File: src/vaos_pkg.sv
// Shared definitions for the voice allocator: field widths, request codes and the
// command and status bundles between the controller and the datapath.
// No dependencies.
`default_nettype none

package vaos_pkg;

  localparam int NUM_VOICES_DEF = 16;

  localparam int REQ_W   = 2;
  localparam int NOTE_W  = 7;
  localparam int ID_W    = 16;
  localparam int VEL_W   = 7;
  localparam int ENDED_W = 4;
  localparam int INDEX_W = 4;
  localparam int MASK_W  = 16;
  localparam int COUNT_W = 5;
  localparam int AGE_W   = 64;

  // One voice table entry in the RAM: {age, ident, note}.
  localparam int ENTRY_W = AGE_W + ID_W + NOTE_W;

  localparam logic [REQ_W-1:0] REQ_NOTE_ON  = 2'd0;
  localparam logic [REQ_W-1:0] REQ_NOTE_OFF = 2'd1;
  localparam logic [REQ_W-1:0] REQ_ENV_END  = 2'd2;

  typedef struct packed {
    logic load;
    logic scan_issue;
    logic write_voice;
    logic emit;
  } ctrl_cmd_t;

  typedef struct packed {
    logic need_scan;
    logic need_write;
    logic scan_last;
    logic alloc_mode;
    logic out_free;
  } dp_status_t;

endpackage

`default_nettype wire

File: src/vaos_req_if.sv
// Request channel of the voice allocator: valid/ready handshake and event fields.
// Depends on vaos_pkg.
`default_nettype none

interface vaos_req_if import vaos_pkg::*; ();
  logic               valid;
  logic               ready;
  logic [REQ_W-1:0]   req_type;
  logic [NOTE_W-1:0]  note;
  logic [ID_W-1:0]    voice_id;
  logic [VEL_W-1:0]   velocity;
  logic               bend_update;
  logic [ENDED_W-1:0] ended_voice;

  modport source (
    output valid, req_type, note, voice_id, velocity, bend_update, ended_voice,
    input  ready
  );
  modport sink (
    input  valid, req_type, note, voice_id, velocity, bend_update, ended_voice,
    output ready
  );
endinterface

`default_nettype wire

File: src/vaos_res_if.sv
// Result channel of the voice allocator: valid/ready handshake and result fields.
// Depends on vaos_pkg.
`default_nettype none

interface vaos_res_if import vaos_pkg::*; ();
  logic               valid;
  logic               ready;
  logic               allocated;
  logic [INDEX_W-1:0] voice_index;
  logic               stolen;
  logic [MASK_W-1:0]  release_mask;
  logic [COUNT_W-1:0] active_count;

  modport source (
    output valid, allocated, voice_index, stolen, release_mask, active_count,
    input  ready
  );
  modport sink (
    input  valid, allocated, voice_index, stolen, release_mask, active_count,
    output ready
  );
endinterface

`default_nettype wire

File: src/vaos_ram.sv
// Generic simple dual-port RAM: one write port, one read port with registered data.
// No dependencies.
`default_nettype none

module vaos_ram #(
  parameter int WIDTH = 8,
  parameter int DEPTH = 16,
  localparam int AW = $clog2(DEPTH)
) (
  input  logic             clk,
  input  logic             we,
  input  logic [AW-1:0]    waddr,
  input  logic [WIDTH-1:0] wdata,
  input  logic [AW-1:0]    raddr,
  output logic [WIDTH-1:0] rdata
);

  logic [WIDTH-1:0] mem [DEPTH];

  always_ff @(posedge clk) begin
    if (we) begin
      mem[waddr] <= wdata;
    end
    rdata <= mem[raddr];
  end

endmodule

`default_nettype wire

File: src/vaos_ctrl.sv
// Sequencing state machine of the voice allocator: takes a request, runs the table
// scan, the voice write and the result transfer. Depends on vaos_pkg.
`default_nettype none

module vaos_ctrl import vaos_pkg::*; (
  input  logic       clk,
  input  logic       rst,
  input  logic       in_valid,
  output logic       in_ready,
  input  dp_status_t st,
  output ctrl_cmd_t  cmd
);

  typedef enum logic [4:0] {
    S_IDLE  = 5'b00001,
    S_SCAN  = 5'b00010,
    S_DRAIN = 5'b00100,
    S_WRITE = 5'b01000,
    S_DONE  = 5'b10000
  } state_t;

  state_t state, state_next;

  always_comb begin
    cmd        = '0;
    in_ready   = 1'b0;
    state_next = state;
    unique case (state)
      S_IDLE: begin
        in_ready = 1'b1;
        if (in_valid) begin
          cmd.load = 1'b1;
          priority if (st.need_scan) state_next = S_SCAN;
          else if (st.need_write)    state_next = S_WRITE;
          else                       state_next = S_DONE;
        end
      end
      S_SCAN: begin
        cmd.scan_issue = 1'b1;
        if (st.scan_last) state_next = S_DRAIN;
      end
      // The last entry read comes back in this cycle.
      S_DRAIN: begin
        state_next = st.alloc_mode ? S_WRITE : S_DONE;
      end
      S_WRITE: begin
        cmd.write_voice = 1'b1;
        state_next      = S_DONE;
      end
      S_DONE: begin
        if (st.out_free) begin
          cmd.emit   = 1'b1;
          state_next = S_IDLE;
        end
      end
      default: state_next = S_IDLE;
    endcase
  end

  always_ff @(posedge clk) begin
    if (rst) begin
      state <= S_IDLE;
    end else begin
      state <= state_next;
    end
  end

endmodule

`default_nettype wire

File: src/vaos_dp.sv
// Datapath of the voice allocator: active and held flags, active count, age counter,
// the voice table RAM with its scan logic, and the result register.
// Depends on vaos_pkg and vaos_ram.
`default_nettype none

module vaos_dp import vaos_pkg::*; #(
  parameter int NUM_VOICES = NUM_VOICES_DEF
) (
  input  logic               clk,
  input  logic               rst,
  input  ctrl_cmd_t          cmd,
  output dp_status_t         st,
  input  logic [REQ_W-1:0]   in_req_type,
  input  logic [NOTE_W-1:0]  in_note,
  input  logic [ID_W-1:0]    in_voice_id,
  input  logic [VEL_W-1:0]   in_velocity,
  input  logic               in_bend_update,
  input  logic [ENDED_W-1:0] in_ended_voice,
  output logic               out_valid,
  input  logic               out_ready,
  output logic               out_allocated,
  output logic [INDEX_W-1:0] out_voice_index,
  output logic               out_stolen,
  output logic [MASK_W-1:0]  out_release_mask,
  output logic [COUNT_W-1:0] out_active_count
);

  localparam int VW = $clog2(NUM_VOICES);
  localparam int CW = $clog2(NUM_VOICES + 1);
  localparam logic [VW-1:0] LAST_VOICE = VW'(NUM_VOICES - 1);

  logic [NUM_VOICES-1:0] active, held;
  logic [CW-1:0]         count;
  logic [AGE_W-1:0]      age_counter;

  logic                  mode_alloc;
  logic [NOTE_W-1:0]     item_note;
  logic [ID_W-1:0]       item_id;

  logic [VW-1:0]         addr, rd_idx, pick, free_idx;
  logic                  rd_valid, found;
  logic [AGE_W-1:0]      best_age;
  logic                  r_alloc, r_stolen;
  logic [MASK_W-1:0]     r_mask;

  logic [ENTRY_W-1:0]    rd_data;
  logic [AGE_W-1:0]      rd_age, age_next;
  logic [ID_W-1:0]       rd_id;
  logic [NOTE_W-1:0]     rd_note;

  logic                  is_on, is_off, is_end, all_active;
  logic [VW+ENDED_W-1:0] end_ext;
  logic [VW-1:0]         end_idx;
  logic                  end_clear;
  logic                  rel_hit, age_better, rd_in_mask;
  logic [VW+INDEX_W-1:0] rd_ext, pick_ext;
  logic [CW+COUNT_W-1:0] count_ext;

  assign is_on      = (in_req_type == REQ_NOTE_ON) && (in_velocity != '0);
  assign is_off     = (in_req_type == REQ_NOTE_OFF) && !in_bend_update;
  assign is_end     = (in_req_type == REQ_ENV_END);
  assign all_active = &active;

  // Lowest-numbered inactive voice; voice 0 when every voice is active.
  always_comb begin
    free_idx = '0;
    for (int i = NUM_VOICES - 1; i >= 0; i--) begin
      if (!active[i]) free_idx = VW'(i);
    end
  end

  assign end_ext   = (VW + ENDED_W)'(in_ended_voice);
  assign end_idx   = end_ext[VW-1:0];
  assign end_clear = is_end && (end_ext < (VW + ENDED_W)'(NUM_VOICES))
                     && active[end_idx] && !held[end_idx];

  assign st.need_scan  = is_off || (is_on && all_active);
  assign st.need_write = is_on && !all_active;
  assign st.scan_last  = (addr == LAST_VOICE);
  assign st.alloc_mode = mode_alloc;
  assign st.out_free   = !out_valid || out_ready;

  assign rd_age  = rd_data[ENTRY_W-1 -: AGE_W];
  assign rd_id   = rd_data[NOTE_W +: ID_W];
  assign rd_note = rd_data[NOTE_W-1:0];

  assign rel_hit    = rd_valid && !mode_alloc && active[rd_idx] && held[rd_idx]
                      && ((rd_id == item_id) || (rd_note == item_note));
  assign age_better = rd_valid && mode_alloc && !held[rd_idx]
                      && (!found || (rd_age < best_age));

  // Only the voices that fit in the result mask are reported.
  assign rd_ext     = (VW + INDEX_W)'(rd_idx);
  assign rd_in_mask = rd_ext < (VW + INDEX_W)'(MASK_W);
  assign pick_ext   = (VW + INDEX_W)'(pick);
  assign count_ext  = (CW + COUNT_W)'(count);
  assign age_next   = age_counter + AGE_W'(1);

  vaos_ram #(
    .WIDTH (ENTRY_W),
    .DEPTH (NUM_VOICES)
  ) u_table (
    .clk   (clk),
    .we    (cmd.write_voice),
    .waddr (pick),
    .wdata ({age_next, item_id, item_note}),
    .raddr (addr),
    .rdata (rd_data)
  );

  always_ff @(posedge clk) begin
    if (rst) begin
      active      <= '0;
      held        <= '0;
      count       <= '0;
      age_counter <= '0;
      rd_valid    <= 1'b0;
      out_valid   <= 1'b0;
    end else begin
      rd_valid <= cmd.scan_issue;
      if (cmd.load && end_clear) begin
        active[end_idx] <= 1'b0;
        count           <= count - CW'(1);
      end
      if (rel_hit) begin
        held[rd_idx] <= 1'b0;
      end
      if (cmd.write_voice) begin
        active[pick] <= 1'b1;
        held[pick]   <= 1'b1;
        age_counter  <= age_next;
        if (!active[pick]) count <= count + CW'(1);
      end
      if (cmd.emit) begin
        out_valid <= 1'b1;
      end else if (out_ready) begin
        out_valid <= 1'b0;
      end
    end
  end

  always_ff @(posedge clk) begin
    rd_idx <= addr;
    if (cmd.load) begin
      mode_alloc <= is_on;
      item_note  <= in_note;
      item_id    <= in_voice_id;
      addr       <= '0;
      pick       <= free_idx;
      found      <= 1'b0;
      best_age   <= '0;
      r_alloc    <= 1'b0;
      r_stolen   <= 1'b0;
      r_mask     <= '0;
    end
    if (cmd.scan_issue) begin
      addr <= addr + VW'(1);
    end
    if (age_better) begin
      pick     <= rd_idx;
      found    <= 1'b1;
      best_age <= rd_age;
    end
    if (rel_hit && rd_in_mask) begin
      r_mask[rd_ext[INDEX_W-1:0]] <= 1'b1;
    end
    if (cmd.write_voice) begin
      r_alloc  <= 1'b1;
      r_stolen <= active[pick];
    end
    if (cmd.emit) begin
      out_allocated    <= r_alloc;
      out_voice_index  <= r_alloc ? pick_ext[INDEX_W-1:0] : '0;
      out_stolen       <= r_stolen;
      out_release_mask <= r_mask;
      out_active_count <= count_ext[COUNT_W-1:0];
    end
  end

endmodule

`default_nettype wire

File: src/voice_allocator_oldest_steal.sv
// Polyphonic voice allocator with oldest-voice stealing.
// Requests arrive on the req channel and each gives exactly one transfer on the res
// channel; both use valid/ready and a transfer happens when both are high.
// An envelope-end event, a note-off that is a bend update, a note-on with zero
// velocity or an unknown request goes from idle straight to the done state, which
// loads the result into the output register; a note-on with a free voice passes
// the write state first. A note-off walks the voice table one voice per cycle, as
// does a note-on when every voice is active (oldest non-held voice search), in the
// scan and drain states; a note-on then passes the write state for the voice write.
// The single read port of the voice table RAM sets that walk. One request is in
// flight at a time; req.ready is high only while the block is idle, so a new request
// can follow in the cycle after the result is loaded into the output register.
// Reset clears all voices to inactive and released, the age counter to zero and
// drops res.valid; the table RAM needs no clearing, as only active voices' entries are used.
// When the receiver stalls, the result is held in the output register and the block
// does not return to idle until that register can be reloaded.
// Depends on vaos_pkg, vaos_req_if, vaos_res_if, vaos_ctrl, vaos_dp and vaos_ram.
`default_nettype none

module voice_allocator_oldest_steal import vaos_pkg::*; #(
  parameter int NUM_VOICES = NUM_VOICES_DEF
) (
  input logic        clk,
  input logic        rst,
  vaos_req_if.sink   req,
  vaos_res_if.source res
);

  ctrl_cmd_t  cmd;
  dp_status_t st;

  vaos_ctrl u_ctrl (
    .clk      (clk),
    .rst      (rst),
    .in_valid (req.valid),
    .in_ready (req.ready),
    .st       (st),
    .cmd      (cmd)
  );

  vaos_dp #(
    .NUM_VOICES (NUM_VOICES)
  ) u_dp (
    .clk              (clk),
    .rst              (rst),
    .cmd              (cmd),
    .st               (st),
    .in_req_type      (req.req_type),
    .in_note          (req.note),
    .in_voice_id      (req.voice_id),
    .in_velocity      (req.velocity),
    .in_bend_update   (req.bend_update),
    .in_ended_voice   (req.ended_voice),
    .out_valid        (res.valid),
    .out_ready        (res.ready),
    .out_allocated    (res.allocated),
    .out_voice_index  (res.voice_index),
    .out_stolen       (res.stolen),
    .out_release_mask (res.release_mask),
    .out_active_count (res.active_count)
  );

endmodule

`default_nettype wire

File: src/flat_wrapper.sv
// flat-port wrapper written by rule: the top's interface ports become plain ports
module voice_allocator_oldest_steal_flat import vaos_pkg::*;
#(
  parameter int NUM_VOICES = NUM_VOICES_DEF
)
  (clk, rst, req_valid, req_req_type, req_note, req_voice_id, req_velocity, req_bend_update, req_ended_voice, req_ready, res_valid, res_allocated, res_voice_index, res_stolen, res_release_mask, res_active_count, res_ready);
  vaos_req_if req_i ();
  vaos_res_if res_i ();
  input logic clk;
  input logic rst;
  input wire logic [$bits(req_i.valid)-1:0] req_valid;
  input wire logic [$bits(req_i.req_type)-1:0] req_req_type;
  input wire logic [$bits(req_i.note)-1:0] req_note;
  input wire logic [$bits(req_i.voice_id)-1:0] req_voice_id;
  input wire logic [$bits(req_i.velocity)-1:0] req_velocity;
  input wire logic [$bits(req_i.bend_update)-1:0] req_bend_update;
  input wire logic [$bits(req_i.ended_voice)-1:0] req_ended_voice;
  output wire logic [$bits(req_i.ready)-1:0] req_ready;
  output wire logic [$bits(res_i.valid)-1:0] res_valid;
  output wire logic [$bits(res_i.allocated)-1:0] res_allocated;
  output wire logic [$bits(res_i.voice_index)-1:0] res_voice_index;
  output wire logic [$bits(res_i.stolen)-1:0] res_stolen;
  output wire logic [$bits(res_i.release_mask)-1:0] res_release_mask;
  output wire logic [$bits(res_i.active_count)-1:0] res_active_count;
  input wire logic [$bits(res_i.ready)-1:0] res_ready;
  assign req_i.valid = req_valid;
  assign req_i.req_type = req_req_type;
  assign req_i.note = req_note;
  assign req_i.voice_id = req_voice_id;
  assign req_i.velocity = req_velocity;
  assign req_i.bend_update = req_bend_update;
  assign req_i.ended_voice = req_ended_voice;
  assign req_ready = req_i.ready;
  assign res_valid = res_i.valid;
  assign res_allocated = res_i.allocated;
  assign res_voice_index = res_i.voice_index;
  assign res_stolen = res_i.stolen;
  assign res_release_mask = res_i.release_mask;
  assign res_active_count = res_i.active_count;
  assign res_i.ready = res_ready;
  voice_allocator_oldest_steal #(.NUM_VOICES(NUM_VOICES)) u_core (.clk(clk), .rst(rst), .req(req_i), .res(res_i));
endmodule
File: config.mk
export PLATFORM = sky130hd
export DESIGN_NAME = voice_allocator_oldest_steal_flat
export DESIGN_NICKNAME = d
export VERILOG_FILES = /design/src/vaos_pkg.sv /design/src/vaos_req_if.sv /design/src/vaos_res_if.sv /design/src/vaos_ram.sv /design/src/vaos_ctrl.sv /design/src/vaos_dp.sv /design/src/voice_allocator_oldest_steal.sv /design/src/flat_wrapper.sv
export SDC_FILE = /design/constraint.sdc
export NUM_CORES = 2
export LEC_CHECK = 0
export BUFFER_PORTS_ARGS = -buffer_cell sky130_fd_sc_hd__buf_2
export CAP_MARGIN = 20
export CELL_PAD_IN_SITES_DETAIL_PLACEMENT = 2
export CELL_PAD_IN_SITES_GLOBAL_PLACEMENT = 2
export CORE_UTILIZATION = 40
export DETAILED_ROUTE_END_ITERATION = 7
export PLACE_DENSITY_LB_ADDON = 0.3
export SETUP_SLACK_MARGIN = 0.2
export SYNTH_ARGS = -nofsm -noshare
export SYNTH_HDL_FRONTEND = slang
export SYNTH_SLANG_ARGS = --single-unit
File: constraint.sdc
create_clock -name clk -period 12.23 [get_ports clk]
set_input_delay 0 -clock clk [delete_from_list [all_inputs] [get_ports clk]]
set_output_delay 0 -clock clk [all_outputs]
set_load 0.03 [all_outputs]
==> parameters.txt <==
Parameter                              Value

Global route
  Global-route wire length before repair ... 273.3 mm
  Global-route usage over all layers ... between 20 and 25%
  Remaining global-route overflow ... 0
  Maximum number of pins on one net before global-route repair ... between 100 and 150
  Number of global-route vias before repair ... 37.99k
  Number of antenna violations at the first check in global routing ... 2

CTS
  Max clock buf depth ... 3
  Clock tree from TritonCTS ... built
  Number of sinks on the clock net ... 1,733
  Buffer type at the clock tree root ... sky130_fd_sc_hd__clkbuf_16
  H-tree Lvls ... 4
  CTS resizes ... 0
  Cts-stage hold buffer count ... 62
  Register clock-pin slew on the reported worst setup and hold paths ... 60 ps
  Post-CTS setup-driven buffer insertion count ... 0
  Number of buffers created by CTS ... 179
  Clock latency of the later-clocked register in the worst-skew pair ... 840 ps

Routing
  DRC marker count from the first detailed-route iteration ... ~3.1k
  Detailed-route wire length per cell ... 31.65 um
  Final routed wirelength across all metal layers ... 189.7 mm
  Number of iterations in the first detailed-routing pass ... 7
  Vias per std cell ... roughly 5.7
  Antenna-violating nets left ... 0
  Detailed-route via count ... 34.38k
  Remaining design rule violation count ... 0

Worst setup path
  Data arrival time of the critical path ... 4980 ps
  CP Class ... reg -> reg
  Startpoint type of the worst setup path ... flip-flop
  Crit path capture type ... flip-flop
  Critical path data required time ... roughly 13,000 ps
  CP Max Fanout ... 39

Synth
  Total of flip-flops plus latches after synthesis ... 1,733
  Async set-or-reset flop fraction in the synthesized netlist ... 0%
  Combinational family with the most area after synthesis ... multiplexers
  Mux share of post-synthesis cell area ... 15.27%
  Register area share after synthesis ... 74.02%
  Yosys warning total ... 0
  Post-synthesis cell type count ... 81
  Post-synthesis cell area ... approximately 67,000 sq um
  Number of flops mapped to enable cells by yosys ... 1,516
  Synth Instances ... 3,372
  Complex-gate fraction of the synthesized area ... 1.584%
  Simple-gate share of the synthesized area ... roughly 4.3%
  Mean cell area of the mapped netlist ... 19.98 sq um
  Syn_nets ... 3,480
  Xor/xnor share of the synthesized area ... 1.872%
  Post-synthesis share of cell area spent on full adders, half adders and majority gates ... 1.244%
  Dominant synthesized flop cell ... sky130_fd_sc_hd__edfxtp_1

Outcome
  Outcome ... finished clean

Power and ir drop
  Leakage ... 25.45 nW
  Power Dens Cells ... 172.9 nW/um^2
  Share of total power in the clock network ... 40.9%
  Fraction of power spent switching nets ... 23.28%
  Combinational group share of total power ... 8.9%
  Worst voltage drop across the vdd grid ... 0.1259 mV
  Switching power total ... about 0.0031 W
  Internal power of the cells ... 0.01025 W
  Register share of total power ... about half

Floorplan
  Die Outline Area ... 170,100 sq um
  Die height ... 412.4 um
  Standard-cell rows ... 150
  Core outline area ... 167,200 sq um
  Die outline width ... 412.4 um
  Top-level port count ... 70
  Starting utilization of the core area ... between 40 and 50%

Finish
  Final-stage net count ... 3,744
  Antenna Diode Count ... 0
  Area delta synth->final ... 14.72%
  Layout cells sized above 1 ... 25.39%
  Finished Core Util ... a little under half

STA
  Timing-limited maximum frequency ... 220.5 MHz
  Worst Max-Slew Pin Slew ... ~1100 ps
  Crit path time final ... 4535 ps
  Total negative slack for setup checks ... 0 ps
  Total count of hold-check failures in the final report ... 0
  Tightest slew margin relative to the limit ... 27.57%
  Final setup violation count ... 0
  Post-route setup slack ... 7695 ps
  Final number of max-transition violations ... 0
  RSZ-0062 raised after global routing ... false
  Clock skew after layout ... 31.53 ps
  Final cycle utilization of the critical path ... 37.08%

Placement
  Post-DP HPWL ... 99.92 mm
  Number of port buffers ... between 60 and 70
  Worst setup slack after placement ... 7505 ps
  Placer's final routability congestion estimate ... 0.7510

Job
  Reported max-cap violation count ... 0

Min path
  Worst hold path type ... in -> reg
layout by cell type (no fill, tap or decap), types with 11 or more instances in the layout:
cell type	synthesis	layout
sky130_fd_sc_hd__a21oi_1	43	43
sky130_fd_sc_hd__a311oi_1	22	22
sky130_fd_sc_hd__and2_1	11	11
sky130_fd_sc_hd__and3_1	87	86
sky130_fd_sc_hd__and4_1	17	17
sky130_fd_sc_hd__buf_2	29	68
sky130_fd_sc_hd__buf_4	4	107
sky130_fd_sc_hd__bufinv_16	0	11
sky130_fd_sc_hd__clkbuf_1	95	48
sky130_fd_sc_hd__clkbuf_16	0	183
sky130_fd_sc_hd__clkbuf_8	2	25
sky130_fd_sc_hd__clkinv_1	0	22
sky130_fd_sc_hd__clkinv_2	0	31
sky130_fd_sc_hd__dfxtp_1	217	217
sky130_fd_sc_hd__dlygate4sd3_1	0	62
sky130_fd_sc_hd__edfxtp_1	1516	1516
sky130_fd_sc_hd__ha_1	67	67
sky130_fd_sc_hd__inv_1	99	89
sky130_fd_sc_hd__inv_6	0	14
sky130_fd_sc_hd__mux4_2	444	444
sky130_fd_sc_hd__nand2_1	92	91
sky130_fd_sc_hd__nand3_1	47	46
sky130_fd_sc_hd__nand4_1	38	38
sky130_fd_sc_hd__nor2_1	142	140
sky130_fd_sc_hd__nor3_1	32	31
sky130_fd_sc_hd__nor4_1	15	12
sky130_fd_sc_hd__o21ai_0	36	36
sky130_fd_sc_hd__or3_1	12	12
sky130_fd_sc_hd__xnor2_1	70	67
sky130_fd_sc_hd__xor2_1	74	73
worst paths after layout:
kind | from | end | slack, ps | depth (start not counted)
setup reg to reg | u_core.u_dp.best_age[2] | u_core.u_dp.best_age[52] | 7690 | 10
hold reg to reg | u_core.u_dp.r_stolen | u_core.u_dp.out_stolen | 430 | 0
setup / recovery | u_core.u_dp.best_age[2] | u_core.u_dp.best_age[52] | 7690 | 10
hold / removal | req_req_type[0] | u_core.u_dp.count[0] | 150 | 5
through the flow:
stage / total power (W) / hold slack (ps) / cells / area [sq um]
6_report: 0.01336 / 154.3 / 5993 / 77290
5_1_grt: 0.01375 / 150.2 / 5993 / 77290
4_1_cts: 0.01346 / 97.64 / 5956 / 76950
3_5_place_dp: 0.007999 / 179.3 / 5560 / 70480
3_3_place_gp: 0.007940 / 177.0 / 5550 / 70400
2_1_floorplan: 0.007589 / 98.87 / 3372 / 67370
power by group through the flow:
stage	logic, W	clock network [W]	registers, W
after floorplan	0.000831	0	0.00676
after global placement	0.00112	0	0.00682
after detailed placement	0.00116	0	0.00684
after CTS	0.00119	0.00555	0.00672
after global routing	0.00127	0.00575	0.00673
final	0.00118	0.00546	0.00672
registers in the layout, summed over array words and instances, names as in the netlist, 4 cells and up:
register,flops
u_core.u_dp.out_active_count,5
u_core.u_dp.best_age,64
u_core.u_dp.u_table.mem,1392
u_core.u_dp.r_mask,16
u_core.u_dp.addr,4
u_core.u_ctrl.state,5
u_core.u_dp.age_counter,64
u_core.u_dp.u_table.rdata,87
u_core.u_dp.pick,4
u_core.u_dp.active,16
u_core.u_dp.out_release_mask,16
u_core.u_dp.count,5
u_core.u_dp.item_note,7
u_core.u_dp.rd_idx,4
u_core.u_dp.held,16
u_core.u_dp.item_id,16
u_core.u_dp.out_voice_index,4
cells in the mapped netlist, drive strengths merged (7+ instances only):
master  count  area, sq um
edfxtp   1516        45520
mux4      450        10160
dfxtp     217         4344
nor2      143        539.3
clkbuf    104        419.2
inv        99        371.6
nand2      93        351.6
and3       87        544.3
xor2       74        648.1
xnor2      70        613.1
ha         67        838.3
buf        57        302.8
nand3      49        255.3
nand4      45        342.8
a21oi      43        215.2
o21ai      38        193.9
nor3       35        196.4
a311oi     22        192.7
and4       19        170.2
nor4       15        93.84
or3        13        86.33
and2       11        68.82
nor2b      11        76.32
a22o        8        77.58
o32ai       8        70.07
or2         8        50.05
mux2        7        78.83
layer usage:
| layer | vias to the layer above | part of all wire [%] | GRT usage (%) |
|---|---|---|---|
| met4 | 0 | 1.7 | 4.891 |
| li1 | 14237 | - | - |
| met5 | - | 0 | 0 |
| met3 | 219 | 4.5 | 3.471 |
| met1 | 18993 | 43 | 30.28 |
| met2 | 935 | 51 | 38.41 |
worst max-delay path: stages, from the launching register on:
cell	delay (ps)
sky130_fd_sc_hd__edfxtp_1	370
sky130_fd_sc_hd__inv_1	80
sky130_fd_sc_hd__ha_1	250
sky130_fd_sc_hd__a211o_1	310
sky130_fd_sc_hd__a31oi_1	190
sky130_fd_sc_hd__o31ai_1	140
sky130_fd_sc_hd__a211oi_1	810
sky130_fd_sc_hd__o21ai_0	370
sky130_fd_sc_hd__o31a_2	480
sky130_fd_sc_hd__nand2_4	420
sky130_fd_sc_hd__buf_4	650
layout make-up:
class	count	area [sq um]
clock buffers	256	5104
inverters	99	421.7
well taps	2204	2758
clock inverters	78	739.5
repair buffers	246	1933
fillers	15002	89930
multi-input cells	1377	16470
flip-flops and latches	1733	49870
kinds of logic (layout without fill, tap and decap cells):
logic type                 Yosys count  count (layout)
and+or+nand+nor                    546             546
muxes                              462             462
AOI/OAI and AO/OA                  158             158
adders and majority gates           67              67
buffers and inverters              262             679
DFF                               1733            1733
xor gates and xnor gates           144             144
Power figures use the tool's default switching activity.
